`config.mk`:
```
export PLATFORM = sky130hd
export DESIGN_NAME = infix_expression_evaluator
export DESIGN_NICKNAME = d
export VERILOG_FILES = /design/src/hdl/iee_pkg.sv /design/src/hdl/infix_expression_evaluator.sv /design/src/hdl/iee_front.sv /design/src/hdl/iee_queue.sv /design/src/hdl/iee_back.sv
export SDC_FILE = /design/constraint.sdc
export NUM_CORES = 1
export LEC_CHECK = 0
export BUFFER_PORTS_ARGS = -buffer_cell sky130_fd_sc_hd__buf_2
export CAP_MARGIN = 30
export CORE_MARGIN = 2
export CORE_UTILIZATION = 45
export CTS_CLUSTER_DIAMETER = 200
export DETAILED_ROUTE_END_ITERATION = 8
export HOLD_SLACK_MARGIN = 0.05
export PLACE_DENSITY_LB_ADDON = 0.08
export SLEW_MARGIN = 20
export SYNTH_ARGS = -nofsm -noshare
export SYNTH_HDL_FRONTEND = slang
export SYNTH_SLANG_ARGS = --single-unit
```
`constraint.sdc`:
```
create_clock -name clk -period 6.4 [get_ports clk]
set_input_delay 1.28 -clock clk [delete_from_list [all_inputs] [get_ports clk]]
set_output_delay 1.28 -clock clk [all_outputs]
set_load 0.01 [all_outputs]
```
`src/hdl/iee_pkg.sv`:
```
// Shared types and constants for the infix expression evaluator.
package iee_pkg;

	localparam int FRAC_BITS   = 16;
	localparam int ACC_WIDTH   = 64;
	localparam int OPND_W      = 30;
	localparam int CMD_W       = 3;
	localparam int STATUS_W    = 2;
	localparam int RES_W       = 64;
	localparam int IN_TDATA_W  = 32;
	localparam int QUEUE_DEPTH = 4;
	localparam int QPTR_W      = $clog2(QUEUE_DEPTH);
	localparam int CNT_W       = $clog2(ACC_WIDTH);

	typedef logic [ACC_WIDTH-1:0] acc_t;

	localparam acc_t ACC_MAX = {1'b0, {(ACC_WIDTH-1){1'b1}}};
	localparam acc_t ACC_MIN = {1'b1, {(ACC_WIDTH-1){1'b0}}};

	typedef enum logic [CMD_W-1:0] {
		CMD_OPERAND = 3'd0,
		CMD_PLUS    = 3'd1,
		CMD_MINUS   = 3'd2,
		CMD_MUL     = 3'd3,
		CMD_DIV     = 3'd4,
		CMD_EQUALS  = 3'd5
	} cmd_t;

	typedef enum logic [STATUS_W-1:0] {
		ST_OK        = 2'd0,
		ST_DIV_ZERO  = 2'd1,
		ST_MALFORMED = 2'd2,
		ST_OVERFLOW  = 2'd3
	} status_t;

	typedef enum logic [1:0] {
		PEND_ADD = 2'd0,
		PEND_MUL = 2'd1,
		PEND_DIV = 2'd2
	} pend_t;

	typedef enum logic [1:0] {
		BK_IDLE = 2'd0,
		BK_MUL  = 2'd1,
		BK_DIV  = 2'd2
	} back_state_t;

	typedef struct packed {
		cmd_t              cmd;
		logic [OPND_W-1:0] value;
	} tok_t;

endpackage

```
`src/hdl/infix_expression_evaluator.sv`:
```
// Two-level precedence infix evaluator for calculator tokens, top level.
// Tokens (command in tuser, operand in tdata) are registered on intake and pass through a
// four-entry queue to the evaluation engine, which handles most tokens directly. An operand
// after multiply runs a shift-add multiplier one operand bit per cycle; an operand after
// divide runs a restoring divider one quotient bit per cycle. Intake keeps taking requests
// while the engine iterates, until the queue fills. Each equals produces one result request:
// the signed fixed-point value (16 fraction bits) in tdata and the status (ok, division by
// zero, malformed, overflow saturated) in tuser, held in an output register so the engine
// keeps taking other tokens while a result waits.
module infix_expression_evaluator (
	input  logic                           clk,
	input  logic                           arst_n,
	input  logic                           s_axis_tvalid,
	output logic                           s_axis_tready,
	input  logic [iee_pkg::IN_TDATA_W-1:0] s_axis_tdata,  // [29:0] operand_value, [31:30] zero
	input  logic [iee_pkg::CMD_W-1:0]      s_axis_tuser,  // [2:0] command
	output logic                           m_axis_tvalid,
	input  logic                           m_axis_tready,
	output logic [iee_pkg::RES_W-1:0]      m_axis_tdata,  // [63:0] result_value
	output logic [iee_pkg::STATUS_W-1:0]   m_axis_tuser   // [1:0] status
);
	import iee_pkg::*;

	logic front_valid;
	logic front_ready;
	tok_t front_tok;
	logic q_valid;
	logic q_ready;
	tok_t q_tok;

	iee_front u_front (
		.clk           (clk),
		.arst_n        (arst_n),
		.s_axis_tvalid (s_axis_tvalid),
		.s_axis_tready (s_axis_tready),
		.s_axis_tdata  (s_axis_tdata),
		.s_axis_tuser  (s_axis_tuser),
		.tok_valid     (front_valid),
		.tok_ready     (front_ready),
		.tok           (front_tok)
	);

	iee_queue u_queue (
		.clk        (clk),
		.arst_n     (arst_n),
		.push_valid (front_valid),
		.push_ready (front_ready),
		.push_tok   (front_tok),
		.pop_valid  (q_valid),
		.pop_ready  (q_ready),
		.pop_tok    (q_tok)
	);

	iee_back u_back (
		.clk           (clk),
		.arst_n        (arst_n),
		.tok_valid     (q_valid),
		.tok_ready     (q_ready),
		.tok           (q_tok),
		.m_axis_tvalid (m_axis_tvalid),
		.m_axis_tready (m_axis_tready),
		.m_axis_tdata  (m_axis_tdata),
		.m_axis_tuser  (m_axis_tuser)
	);

endmodule

```
`src/hdl/iee_front.sv`:
```
// Token intake: accepts requests, drops unused command codes, feeds the queue.
module iee_front (
	input  logic                           clk,
	input  logic                           arst_n,
	input  logic                           s_axis_tvalid,
	output logic                           s_axis_tready,
	input  logic [iee_pkg::IN_TDATA_W-1:0] s_axis_tdata,  // [29:0] operand_value, [31:30] zero
	input  logic [iee_pkg::CMD_W-1:0]      s_axis_tuser,  // [2:0] command
	output logic                           tok_valid,
	input  logic                           tok_ready,
	output iee_pkg::tok_t                  tok
);
	import iee_pkg::*;

	logic valid_s1;
	tok_t tok_s1;
	logic accept;
	logic keep;
	cmd_t cmd;

	assign cmd           = cmd_t'(s_axis_tuser);
	assign s_axis_tready = !valid_s1 || tok_ready;
	assign accept        = s_axis_tvalid && s_axis_tready;

	always_comb begin
		case (cmd)
			CMD_OPERAND, CMD_PLUS, CMD_MINUS, CMD_MUL, CMD_DIV, CMD_EQUALS: keep = 1'b1;
			default: keep = 1'b0;
		endcase
	end

	always_ff @(posedge clk or negedge arst_n) begin
		if (!arst_n) begin
			valid_s1 <= 1'b0;
		end else if (accept) begin
			valid_s1 <= keep;
		end else if (tok_ready) begin
			valid_s1 <= 1'b0;
		end
	end

	always_ff @(posedge clk) begin
		if (accept && keep) begin
			tok_s1.cmd   <= cmd;
			tok_s1.value <= s_axis_tdata[OPND_W-1:0];
		end
	end

	assign tok_valid = valid_s1;
	assign tok       = tok_s1;

endmodule

```
`src/hdl/iee_queue.sv`:
```
// Short token queue between intake and execution.
module iee_queue (
	input  logic          clk,
	input  logic          arst_n,
	input  logic          push_valid,
	output logic          push_ready,
	input  iee_pkg::tok_t push_tok,
	output logic          pop_valid,
	input  logic          pop_ready,
	output iee_pkg::tok_t pop_tok
);
	import iee_pkg::*;

	tok_t              mem_q [QUEUE_DEPTH];
	logic [QPTR_W-1:0] wr_ptr_q;
	logic [QPTR_W-1:0] rd_ptr_q;
	logic [QPTR_W:0]   count_q;
	logic              do_push;
	logic              do_pop;

	assign push_ready = count_q != (QPTR_W+1)'(QUEUE_DEPTH);
	assign pop_valid  = count_q != '0;
	assign do_push    = push_valid && push_ready;
	assign do_pop     = pop_valid && pop_ready;
	assign pop_tok    = mem_q[rd_ptr_q];

	always_ff @(posedge clk or negedge arst_n) begin
		if (!arst_n) begin
			wr_ptr_q <= '0;
			rd_ptr_q <= '0;
			count_q  <= '0;
		end else begin
			if (do_push) wr_ptr_q <= wr_ptr_q + 1'b1;
			if (do_pop)  rd_ptr_q <= rd_ptr_q + 1'b1;
			case ({do_push, do_pop})
				2'b10:   count_q <= count_q + 1'b1;
				2'b01:   count_q <= count_q - 1'b1;
				default: count_q <= count_q;
			endcase
		end
	end

	always_ff @(posedge clk) begin
		if (do_push) mem_q[wr_ptr_q] <= push_tok;
	end

endmodule

```
`src/hdl/iee_back.sv`:
```
// Evaluation engine: two-level precedence state, iterative multiply and divide, result register.
module iee_back (
	input  logic                         clk,
	input  logic                         arst_n,
	input  logic                         tok_valid,
	output logic                         tok_ready,
	input  iee_pkg::tok_t                tok,
	output logic                         m_axis_tvalid,
	input  logic                         m_axis_tready,
	output logic [iee_pkg::RES_W-1:0]    m_axis_tdata,  // [63:0] result_value
	output logic [iee_pkg::STATUS_W-1:0] m_axis_tuser   // [1:0] status
);
	import iee_pkg::*;

	localparam int LOAD_W = OPND_W + FRAC_BITS + ACC_WIDTH;

	typedef struct packed {
		logic ovf;
		acc_t value;
	} sat_t;

	function automatic sat_t sat_add(acc_t a, acc_t b, logic sub);
		logic [ACC_WIDTH:0] ax;
		logic [ACC_WIDTH:0] bx;
		logic [ACC_WIDTH:0] s;
		sat_t               res;
		ax        = {a[ACC_WIDTH-1], a};
		bx        = {b[ACC_WIDTH-1], b};
		s         = sub ? ax - bx : ax + bx;
		res.ovf   = s[ACC_WIDTH] ^ s[ACC_WIDTH-1];
		res.value = res.ovf ? (s[ACC_WIDTH] ? ACC_MIN : ACC_MAX) : s[ACC_WIDTH-1:0];
		return res;
	endfunction

	back_state_t       state_q, state_d;
	acc_t              sum_q, sum_d;
	acc_t              term_q, term_d;
	logic              neg_q, neg_d;
	pend_t             pend_q, pend_d;
	logic              expect_q, expect_d;
	logic              locked_q, locked_d;
	acc_t              lock_val_q, lock_val_d;
	status_t           status_q, status_d;
	acc_t              acc_q, acc_d;
	logic              ovf_q, ovf_d;
	logic [OPND_W-1:0] rem_q, rem_d;
	logic [OPND_W-1:0] opnd_q, opnd_d;
	logic [CNT_W-1:0]  cnt_q, cnt_d;
	logic              out_valid_q, out_valid_d;
	logic [RES_W-1:0]  out_value_q, out_value_d;
	status_t           out_status_q, out_status_d;

	logic               pop;
	sat_t               add_r;
	logic [LOAD_W-1:0]  load_wide;
	logic               load_ovf;
	logic [ACC_WIDTH:0] mul_sum;
	logic               mul_ovf;
	logic               mul_last;
	logic [OPND_W:0]    div_r2;
	logic [OPND_W:0]    div_diff;
	logic               div_ge;
	acc_t               div_quo;
	logic               div_last;

	assign pop = tok_valid && (state_q == BK_IDLE)
		&& (tok.cmd != CMD_EQUALS || !out_valid_q || m_axis_tready);
	assign tok_ready = pop;

	assign add_r     = sat_add(sum_q, term_q, neg_q);
	assign load_wide = LOAD_W'(tok.value) << FRAC_BITS;
	assign load_ovf  = load_wide > LOAD_W'(ACC_MAX);

	assign mul_sum  = {acc_q, 1'b0} + (opnd_q[OPND_W-1] ? {1'b0, term_q} : '0);
	assign mul_ovf  = ovf_q || (mul_sum > {1'b0, ACC_MAX});
	assign mul_last = cnt_q == CNT_W'(OPND_W - 1);

	assign div_r2   = {rem_q, acc_q[ACC_WIDTH-1]};
	assign div_diff = div_r2 - {1'b0, opnd_q};
	assign div_ge   = div_r2 >= {1'b0, opnd_q};
	assign div_quo  = {acc_q[ACC_WIDTH-2:0], div_ge};
	assign div_last = cnt_q == CNT_W'(ACC_WIDTH - 1);

	always_comb begin
		state_d = state_q;
		case (state_q)
			BK_IDLE: begin
				if (pop && !locked_q && tok.cmd == CMD_OPERAND && expect_q) begin
					if (pend_q == PEND_MUL && tok.value != '0 && term_q != '0) state_d = BK_MUL;
					else if (pend_q == PEND_DIV && tok.value != '0) state_d = BK_DIV;
				end
			end
			BK_MUL: if (mul_last) state_d = BK_IDLE;
			BK_DIV: if (div_last) state_d = BK_IDLE;
			default: state_d = BK_IDLE;
		endcase
	end

	always_comb begin
		sum_d        = sum_q;
		term_d       = term_q;
		neg_d        = neg_q;
		pend_d       = pend_q;
		expect_d     = expect_q;
		locked_d     = locked_q;
		lock_val_d   = lock_val_q;
		status_d     = status_q;
		acc_d        = acc_q;
		ovf_d        = ovf_q;
		rem_d        = rem_q;
		opnd_d       = opnd_q;
		cnt_d        = cnt_q;
		out_valid_d  = out_valid_q && !m_axis_tready;
		out_value_d  = out_value_q;
		out_status_d = out_status_q;
		case (state_q)
			BK_IDLE: begin
				if (pop && tok.cmd == CMD_EQUALS) begin
					out_valid_d = 1'b1;
					if (locked_q) begin
						out_value_d  = RES_W'($signed(lock_val_q));
						out_status_d = status_q;
					end else begin
						out_value_d  = RES_W'($signed(add_r.value));
						out_status_d = add_r.ovf ? ST_OVERFLOW : status_q;
					end
					sum_d      = '0;
					term_d     = '0;
					neg_d      = 1'b0;
					pend_d     = PEND_ADD;
					expect_d   = 1'b1;
					locked_d   = 1'b0;
					lock_val_d = '0;
					status_d   = ST_OK;
				end else if (pop && !locked_q) begin
					case (tok.cmd)
						CMD_OPERAND: begin
							if (expect_q) begin
								case (pend_q)
									PEND_MUL: begin
										acc_d  = '0;
										ovf_d  = 1'b0;
										cnt_d  = '0;
										opnd_d = tok.value;
										if (tok.value == '0 || term_q == '0) begin
											term_d   = '0;
											expect_d = 1'b0;
										end
									end
									PEND_DIV: begin
										if (tok.value == '0) begin
											locked_d   = 1'b1;
											lock_val_d = term_q;
											status_d   = ST_DIV_ZERO;
										end else begin
											acc_d  = term_q;
											rem_d  = '0;
											cnt_d  = '0;
											opnd_d = tok.value;
										end
									end
									default: begin
										term_d   = load_ovf ? ACC_MAX : load_wide[ACC_WIDTH-1:0];
										if (load_ovf) status_d = ST_OVERFLOW;
										expect_d = 1'b0;
									end
								endcase
							end
						end
						CMD_PLUS, CMD_MINUS: begin
							if (expect_q) begin
								locked_d   = 1'b1;
								lock_val_d = '0;
								status_d   = ST_MALFORMED;
							end else begin
								sum_d    = add_r.value;
								if (add_r.ovf) status_d = ST_OVERFLOW;
								term_d   = '0;
								neg_d    = tok.cmd == CMD_MINUS;
								pend_d   = PEND_ADD;
								expect_d = 1'b1;
							end
						end
						CMD_MUL, CMD_DIV: begin
							if (expect_q) begin
								locked_d   = 1'b1;
								lock_val_d = '0;
								status_d   = ST_MALFORMED;
							end else begin
								pend_d   = (tok.cmd == CMD_MUL) ? PEND_MUL : PEND_DIV;
								expect_d = 1'b1;
							end
						end
						default: ;
					endcase
				end
			end
			BK_MUL: begin
				acc_d  = mul_sum[ACC_WIDTH-1:0];
				ovf_d  = mul_ovf;
				opnd_d = opnd_q << 1;
				cnt_d  = cnt_q + 1'b1;
				if (mul_last) begin
					term_d   = mul_ovf ? ACC_MAX : mul_sum[ACC_WIDTH-1:0];
					if (mul_ovf) status_d = ST_OVERFLOW;
					expect_d = 1'b0;
				end
			end
			BK_DIV: begin
				acc_d = div_quo;
				rem_d = div_ge ? div_diff[OPND_W-1:0] : div_r2[OPND_W-1:0];
				cnt_d = cnt_q + 1'b1;
				if (div_last) begin
					term_d   = div_quo;
					expect_d = 1'b0;
				end
			end
			default: ;
		endcase
	end

	always_ff @(posedge clk or negedge arst_n) begin
		if (!arst_n) begin
			state_q     <= BK_IDLE;
			sum_q       <= '0;
			term_q      <= '0;
			neg_q       <= 1'b0;
			pend_q      <= PEND_ADD;
			expect_q    <= 1'b1;
			locked_q    <= 1'b0;
			lock_val_q  <= '0;
			status_q    <= ST_OK;
			out_valid_q <= 1'b0;
		end else begin
			state_q     <= state_d;
			sum_q       <= sum_d;
			term_q      <= term_d;
			neg_q       <= neg_d;
			pend_q      <= pend_d;
			expect_q    <= expect_d;
			locked_q    <= locked_d;
			lock_val_q  <= lock_val_d;
			status_q    <= status_d;
			out_valid_q <= out_valid_d;
		end
	end

	always_ff @(posedge clk) begin
		acc_q        <= acc_d;
		ovf_q        <= ovf_d;
		rem_q        <= rem_d;
		opnd_q       <= opnd_d;
		cnt_q        <= cnt_d;
		out_value_q  <= out_value_d;
		out_status_q <= out_status_d;
	end

	assign m_axis_tvalid = out_valid_q;
	assign m_axis_tdata  = out_value_q;
	assign m_axis_tuser  = out_status_q;

	// no token is taken while an operand is being folded in
	a_busy_no_pop: assert property (@(posedge clk) disable iff (!arst_n)
		(state_q != BK_IDLE) |-> !pop)
		else $error("token popped while multiply/divide busy");

	a_busy_not_locked: assert property (@(posedge clk) disable iff (!arst_n)
		(state_q != BK_IDLE) |-> (!locked_q && expect_q))
		else $error("iteration running in locked or operator-expecting state");

	a_term_nonneg: assert property (@(posedge clk) disable iff (!arst_n)
		!term_q[ACC_WIDTH-1])
		else $error("product term went negative");

	a_equals_result: assert property (@(posedge clk) disable iff (!arst_n)
		(pop && tok.cmd == CMD_EQUALS) |=> out_valid_q)
		else $error("equals did not load a result");

endmodule

```
# Word-level counts from Yosys, hierarchy flattened

Memories as Yosys holds them, arrays and structs flattened.
Index checks and enable logic that the tools add are counted.

Flip-flop bits (word level): 440
RAM bits: 132
Logic and storage cells: 266
Memories: 1

Memory list:

| memory        | depth | bits a word | rd ports | clocked after Yosys merged registers in | write ports | line            | RTL |
|---|---|---|---|---|---|---|---|
| u_queue.mem_q | 4     | 33          | 1        | 0                                       | 1           | iee_queue.sv:14 | `tok_t mem_q [QUEUE_DEPTH];` |

Add/subtract/negate cells: 9
Magnitude comparators: 3
Eq/ne operators: 53
Mux-type cells: 117
Bitwise operators: 1
Reductions and logical operators: 59

Operators with widths:

| cell                                                            | count |
|---|---|
| 2-to-1 mux 64 bit                                               | 27 |
| case mux 64 bit (2 select lines)                                | 4 |
| case mux 64 bit (3 select lines)                                | 2 |
| 2-to-1 mux 30 bit                                               | 12 |
| case mux 30 bit (2 select lines)                                | 3 |
| adder 64 x 64 -> 65 bit                                         | 1 |
| adder 65 bit                                                    | 1 |
| greater-than comparator 65 x 63 -> 1 bit, second input constant | 1 |
| 2-to-1 mux 65 bit                                               | 1 |
| subtractor 64 x 64 -> 65 bit                                    | 1 |
| logical NOT 64 bit                                              | 1 |
| nonzero test 64 bit                                             | 1 |
| greater-than comparator 46 x 63 -> 1 bit, second input constant | 1 |
| 2-to-1 mux 63 bit                                               | 1 |
| 2-to-1 mux 2 bit                                                | 21 |
| AND reduction 7 bit                                             | 5 |
| greater-or-equal comparator 31 x 30 -> 1 bit                    | 1 |
| logical NOT 30 bit                                              | 1 |
| 2-to-1 mux 6 bit                                                | 5 |
| != test 3 bit, second input constant                            | 10 |
| nonzero test 30 bit                                             | 1 |
| subtractor 30 bit                                               | 1 |
| 2-to-1 mux 1 bit                                                | 28 |
| case mux 6 bit (2 select lines)                                 | 2 |
| other kinds (41)                                                | 110 |

# Logic depth before layout (Yosys ltp)

Gate-level depths: netlist of the first run.
An unclocked memory read counts as a cell.

Depth after elaboration: 10
Mapped depth: 27
Depth with buffers taken out: 23

# Hierarchy

From an unflattened synthesis of the first run, not the netlist that was laid out.

Cells, all modules: 3,725
Area total of the unflattened synthesis: 35,554.1 µm²

Modules (own cells, without submodules):

| module    | instances | cells each | area an instance (µm²) | sequential area each (µm²) |
|---|---|---|---|---|
| iee_back  | 1         | 3,477      | 29,320.6               | 10,971.8 |
| iee_queue | 1         | 210        | 5,182.5                | 4,139.0 |
| iee_front | 1         | 38         | 1,051.0                | 1,016.0 |

# Least setup slack after synthesis of the first run

Ideal clock, no wire load.

Path type: flip-flop to flip-flop
From: reg u_back.term_q[0]
To: reg u_back.out_value_q[48] (netlist: u_back.m_axis_tdata[48]) (data pin)
Arrival time: 5,495 ps
Data required time: 6,135 ps
Setup slack: 639 ps
Stages on the path, launching flop included: 27
Buffers on the path: 3
Cell sequence: dfrtp_1 > inv_1 > ha_1 > or4b_2 > nor3_1 > nand3_1 > or3_1 > nor2_1 > nand2_1 > nor3_1 > nor2_1 > xnor2_1 > ha_1 > clkbuf_1 > nand2_1 > o21ai_0 > a21o_1 > a211oi_1 > o21a_1 > nor3_1 > o211a_1 > nor4_4 > nand2_2 > buf_2 > buf_6 > a21oi_1 > o21ai_1

Longest elaborated chain between the ends: 5

RTL lines:

| element                                                                 | line                           | RTL |
|---|---|---|
| from (decl)                                                             | iee_back.sv:37                 | `acc_t term_q, term_d;` |
| from (signal assigned)                                                  | iee_back.sv:237                | `term_q <= term_d;` |
| adder 64 x 64 -> 65 bit or subtractor 64 x 64 -> 65 bit (tied branches) | iee_back.sv:29                 | `s = sub ? ax - bx : ax + bx;` |
| 2-to-1 mux 65 bit (*)                                                   | iee_back.sv:29                 |  |
| 2-to-1 mux 64 bit or bitwise XOR 1 bit (tied branches)                  | iee_back.sv:31, iee_back.sv:30 |  |
| 2-to-1 mux 64 bit (*)                                                   | iee_back.sv:31                 | `res.value = res.ovf ? (s[ACC_WIDTH] ? ACC_MIN : ACC_MAX) : s[ACC_WIDTH-1:0];` |
| 2-to-1 mux 64 bit (*)                                                   | iee_back.sv:120                | `if (locked_q) begin` |
| to (signal assigned)                                                    | iee_back.sv:254                | `out_value_q <= out_value_d;` |
| to (decl)                                                               | iee_back.sv:50                 | `logic [RES_W-1:0] out_value_q, out_value_d;` |

Every way passes the cells marked *; elsewhere a longest branch is shown, timed or not.
A chain may end at the register's enable or synchronous reset.

# Final worst setup path of the first run

From: reg u_back.term_q[18]
To: reg u_back.out_value_q[19] (netlist: u_back.m_axis_tdata[19]) (data pin)

The elaborated chain is that of the path after synthesis.

==> results of run 1 <==
layout by cell type, fill, tap and decap left out, types with 11 or more instances in the layout:
master | Yosys | routed
clkbuf_16 | 0 | 68
xnor2_1 | 147 | 147
mux2i_1 | 19 | 19
buf_2 | 15 | 103
a211oi_1 | 23 | 23
o21bai_1 | 26 | 26
o31ai_1 | 20 | 20
o21a_1 | 25 | 25
and2_1 | 77 | 76
mux4_2 | 32 | 32
xor2_1 | 60 | 60
ha_1 | 171 | 168
a21o_1 | 80 | 80
o211ai_1 | 17 | 17
nor2b_1 | 27 | 25
a22oi_1 | 20 | 19
nand2b_1 | 24 | 24
nand3_1 | 104 | 104
nor3_1 | 73 | 70
nand4_1 | 41 | 41
clkbuf_1 | 190 | 14
a21oi_1 | 319 | 318
nand2_1 | 665 | 664
buf_4 | 2 | 121
edfxtp_1 | 362 | 362
nor4_1 | 26 | 22
or3_1 | 20 | 20
and3_1 | 13 | 13
o21ai_1 | 24 | 24
a31oi_1 | 36 | 35
dfrtp_1 | 209 | 206
a22o_1 | 12 | 11
nor2_1 | 274 | 271
o21ai_0 | 393 | 393
inv_1 | 102 | 102
or4_1 | 13 | 11
metrics by stage:
step / TNS (ns) / instances
floorplan: 0 / 3846
global placement: -19.48 / 4879
detailed placement: -27.59 / 4879
CTS: 0 / 4998
global route: 0 / 5002
finish: 0 / 5002
sequential cells by signal, summed over array words and instances (netlist names), 2 cells and up:
signal,cells
u_queue.rd_ptr_q,2
u_queue.count_q,3
u_back.term_q,64
u_back.sum_q,64
u_queue.mem_q,132
u_back.lock_val_q,64
u_front.tok,33
u_back.state_q,2
u_back.m_axis_tdata,64
u_back.m_axis_tuser,2
u_back.pend_q,2
u_back.acc_q,64
u_back.opnd_q,30
u_queue.wr_ptr_q,2
u_back.cnt_q,6
u_back.status_q,2
u_back.rem_q,30
routing by layer:
| layer | part of all wire | up-vias |
|---|---|---|
| met3 | 0.054 | 148 |
| met1 | 0.46 | 13900 |
| met5 | 0 | - |
| li1 | - | 13900 |
| met2 | 0.46 | 830 |
| met4 | 0.028 | 0 |
worst max-delay path, stage by stage (launching register included):
cell and delay (ns):
dfrtp_1 0.47, or4_4 0.63, nor4_4 0.28, buf_4 0.17, nand3_1 0.16, or3_1 0.46, nor2_1 0.22, nand2_1 0.22
nor3_2 0.22, nor2_1 0.08, xnor2_1 0.15, ha_1 0.23, a21oi_1 0.18, o21ai_0 0.14, a21o_1 0.20, a211oi_1 0.25
o21a_1 0.19, nor3_1 0.07, o211a_1 0.26, nor4_4 0.40, buf_4 0.23, o21ai_0 0.09, a21boi_0 0.14, mux2_2 0.32
cells by family (layout without fill, tap and decap cells):
kind of cell,Yosys count,in the layout,synth area share
multiplexers,56,56,0.0274
XOR/XNOR,207,207,0.0514
adder cells (fa/ha/maj),175,175,0.0629
buffers and inverters,344,460,0.0384
AO/OA/AOI/OAI,1091,1091,0.184
flip-flops,572,572,0.457
AND/OR/NAND/NOR,1401,1401,0.179
final timing paths:
| kind | to | slack (ns) | cells after the start |
|---|---|---|---|
| setup / recovery | u_back.m_axis_tdata[19] | 0.37 | 23 |
| hold / removal | u_back.lock_val_q[50] | 0.47 | 2 |
| setup reg to reg | u_back.m_axis_tdata[19] | 0.37 | 23 |
| hold reg to reg | u_back.lock_val_q[50] | 0.47 | 2 |
| max in group asynchronous | u_back.term_q[60] | 4.45 | 2 |
| min in group asynchronous | u_back.locked_q | 0.72 | 1 |
cell type report:
| class | count | area (um2) | area share |
|---|---|---|---|
| Sequential cell | 572 | 16100 | 0.407 |
| Tap cell | 1040 | 1300 | 0.0328 |
| Clock inverter | 31 | 435 | 0.0110 |
| Clock buffer | 88 | 1840 | 0.0463 |
| Inverter | 106 | 399 | 0.0101 |
| Timing Repair Buffer | 235 | 1630 | 0.0411 |
| Multi-Input combinational cell | 2930 | 17900 | 0.452 |
repair_timing:
item,in CTS,in global routing
hold buffers,0,0
setup buffers,0,2
pin swaps,0,3
gates resized for setup,2,16
setup endpoints to repair,130,130
==> flow_summary.toml, run 1 <==
[critical_path]
crit_start = "u_back.term_q[18]"
cp-end-kind = "register"
arrival_ns = 6.40
cp.required_ns = 6.77
criticalPathCategory = "register to register"
start_kind = "register"
worst_r2r_startpoint = "u_back.term_q[18]"
critPathMaxFanout = 7

[synthesis]
synth_top_area_frac = 0.308
synth-edff-count = 362
synth_top_area_cell = "edfxtp_1"
async_reset_ff_frac = 0.367
synthFlopType = "edfxtp_1"
ys_ff_latch = 572
yosys-top-cells-count = "665 x nand2_1, 393 x o21ai_0, 362 x edfxtp_1"
yosys_warnings = 0
yosysSeqAreaShare = 0.457
ys_top_cells_by_area = "edfxtp_1 31%, dfrtp_1 15%, nand2_1 7.1%"
synthCells = 3846
synth.cell_area_um2 = 35300
syn_nets = 4060
synth_cell_types = 90
yosysMostFrequentCell = "nand2_1"
synth_area_per_cell_um2 = 9.17

[clocking]
clk_pin_slew_ns = 0.06
cts_tree = "yes"
numCtsBuffers = 67
clockBufferDepth = 3
clk_latency_ns = 0.64
cts-htree-levels = 3
cts.sinks = 572
clock-root-buffer = "clkbuf_16"

[sta]
slew_viol_final = 0
finalHoldViolations = 0
whs_ns = 0.467
fmax_mhz = 166
worst_slack_ns = 0.369
period_share = 0.942
relSlewSlack = 0.354
post-route-min-period_ns = 6.03
tightest_slew_ns = 0.969
grt_setup_unrepaired = "false"
setup_violations = 0
fin_skew_ns = 0.0369

[hold_path]
min_from = "u_back.lock_val_q[50]"
hold_path_class = "register to register"

[place]
dp_hpwl_um = 78500
io_buffers = 104
dpl_cell_area_um2 = 37200
dp_slack_ns = -0.332
place.gp.congestion = 0.987

[grt]
grt.met2_usage = 0.433
grt.met3_usage = 0.0337
first_global_vias = 28100
busiest_layer = "met2"
gr-total-overflow = 0
grt_pass1_wl_um = 170000
antenna_found_initial = 3
grt_usage = 0.270
use_met1 = 0.383
grt_max_degree = 107

[drt]
drtAntennaViolNets = 0
dr.pass1.iters = 6
wl_per_cell_um = 22.0
vias_per_cell = 5.77
vias = 28800
wl_um = 110000
drt_iter0_markers = 2405
drc = 0

[floorplan]
start_util = 0.455
die_h_um = 284
rows = 102
coreArea_um2 = 77500
fp.dieArea_um2 = 80600
io_pins = 107
die_x_um = 284

[run]
drv_cap = 0

[layout]
nNetsFinal = 4126
drive_gt1_frac = 0.108
fillerInstances = 7310
fin_area_um2 = 39700
areaGrowthSynthToFinish_pct = 12.5
final_core_util = 0.512
antenna_cells = 0

[outcome]
status = "complete, no violations"
Power of run 1 is not shown: default switching activity piles up to over one toggle a cycle in this logic, so the estimate is an artifact.
==> run 2, diff against run 1 <==
==> constraint.sdc (replaced) <==
create_clock -name clk -period 6.4 [get_ports clk]
set_input_delay 0.64 -clock clk [delete_from_list [all_inputs] [get_ports clk]]
set_output_delay 0.64 -clock clk [all_outputs]
set_load 0.01 [all_outputs]
==> run 2 against run 1 <==
Against the previous run: die area did not move; critical endpoint unchanged; register-to-register slack improved by 0.02 ns; routed wire length rose by 1.2%; largest cell class unchanged; cell area grew 0.32%; critical path depth unchanged.
==> flow_summary.toml, run 2 (same netlist as run 1, synthesis figures left out) <==
[outcome]
status = "complete, no violations"

[layout]
drive_gt1_frac = 0.109
areaGrowthSynthToFinish_pct = 12.8
layout_commonest_cell = "nand2_1"
top_register = "u_queue.mem_q"
largest_reg_flops = 132
mostFrequentLayoutCells = "665 x nand2_1, 393 x o21ai_0, 362 x edfxtp_1"
final_core_util = 0.514
fin_cells = 5015
nNetsFinal = 4132

[sta]
fin_skew_ns = 0.0389
slew_viol_final = 0
setup_violations = 0
tightest_slew_ns = 1.00
post-route-min-period_ns = 6.01
period_share = 0.939
worst_slack_ns = 0.390
whs_ns = 0.0377
relSlewSlack = 0.325
fmax_mhz = 166
grt_setup_unrepaired = "false"
finalHoldViolations = 0

[critical_path]
cp.required_ns = 6.77
critical_path.cell_chain = "or4_4 -> nor4_4 -> buf_4 -> nand3_1 -> or3_1 -> nor2_1 -> nand2_1 -> nor3_2 -> a21oi_1 -> xnor2_1 -> ha_1 -> nand4_1 -> nor3_2 -> a21oi_1 -> o21a_1 -> nor3_1 -> nor3_1 -> nor4_4 -> buf_4 -> buf_4 -> o21ai_0 -> a21boi_0 -> mux2_2"
cp-end-kind = "register"
reg2reg_depth = 23
reg2reg_slack_ns = 0.39
critPathSlowestCell = "or4_4"
start_kind = "register"
critical-path-top-delay-family = "simple AND/OR/NAND/NOR gates"
criticalPathCategory = "register to register"
critPathBufInv = 3
r2r_end = "u_back.m_axis_tdata[19]"
worst_r2r_startpoint = "u_back.term_q[18]"
critPathMaxFanout = 7
max_stage_delay_ns = 0.63
arrival_ns = 6.38
crit_top_cell = "buf_4"

[floorplan]
coreArea_um2 = 77500
die_x_um = 284
io_pins = 107
start_util = 0.455
die_h_um = 284
rows = 102
fp.dieArea_um2 = 80600

[drt]
drtAntennaViolNets = 0
dr.pass1.iters = 6
vias_per_cell = 5.78
wl_um = 111000
drt_iter0_markers = 2574
drc = 0
wl_per_cell_um = 22.2
vias = 29000

[grt]
grt_usage = 0.273
gr-total-overflow = 0
first_global_vias = 28100
grt_max_degree = 105
grt_pass1_wl_um = 171000
antenna_found_initial = 0

[clocking]
cts_tree = "yes"
numCtsBuffers = 68
clockBufferDepth = 3
cts.sinks = 572
ctsHoldBuffers = 0
cts-htree-levels = 3
clk_latency_ns = 0.64
clock-root-buffer = "clkbuf_16"
clk_pin_slew_ns = 0.06

[hold_path]
hold_path_class = "input port to async pin"

[place]
dp.cells = 4883
dp_slack_ns = -0.469
place.gp.congestion = 0.965
io_buffers = 104
dp_hpwl_um = 79300

[run]
drv_cap = 0
run 2: cell count changes in the layout (fill, tap and decap cells not counted), moves of 2 or more:
cell	before	now
clkinvlp_4	3	6
buf_4	121	126
nor2_1	271	273
clkinv_2	9	12
clkbuf_8	6	3
bufinv_16	6	11
run 2: cell type report:
type / count / area, um2
multi-input cells: 2930 / 17900
well taps: 1040 / 1300
clock inverters: 42 / 614
clock buffers: 84 / 1790
fillers: 7236 / 37700
inverters: 106 / 399
diodes: 1 / 2.50
repair buffers: 240 / 1650
flip-flops and latches: 572 / 16100
run 2: worst max path at each step:
stage               slack, ns                       to         startpoint  cells past startpoint
floorplan                0.64  u_back.m_axis_tdata[48]   u_back.term_q[0]                     26
global placement        -0.42          u_back.sum_q[0]  u_back.term_q[18]                     21
detailed placement      -0.47          u_back.sum_q[6]  u_back.term_q[18]                     22
CTS                      0.02          u_back.sum_q[6]   u_back.term_q[5]                     23
global route            0.002  u_back.m_axis_tdata[47]   u_back.term_q[5]                     27
finish                   0.39  u_back.m_axis_tdata[19]  u_back.term_q[18]                     23
run 2: layer usage:
metal | global-route usage | share of wire | vias to the layer above
li1 | - | - | 14000
met1 | 0.387 | 0.46 | 14000
met2 | 0.435 | 0.46 | 856
met3 | 0.0352 | 0.057 | 160
met4 | 0.0878 | 0.030 | 0
met5 | 0 | 0 | -
run 2: per-stage QoR:
step / setup TNS (ns) / area [um2]
finish: 0 / 39800
global route: 0 / 39800
CTS: 0 / 39700
detailed placement: -46.39 / 37300
global placement: -41.63 / 37300
floorplan: 0 / 35300
run 2: repair_timing:
action,4_1_cts,5_1_grt
setup endpoints to repair,130,130
resized for setup,2,8
buffers inserted,0,3
pin swaps,0,2
Power of run 2 is left out for the same reason.
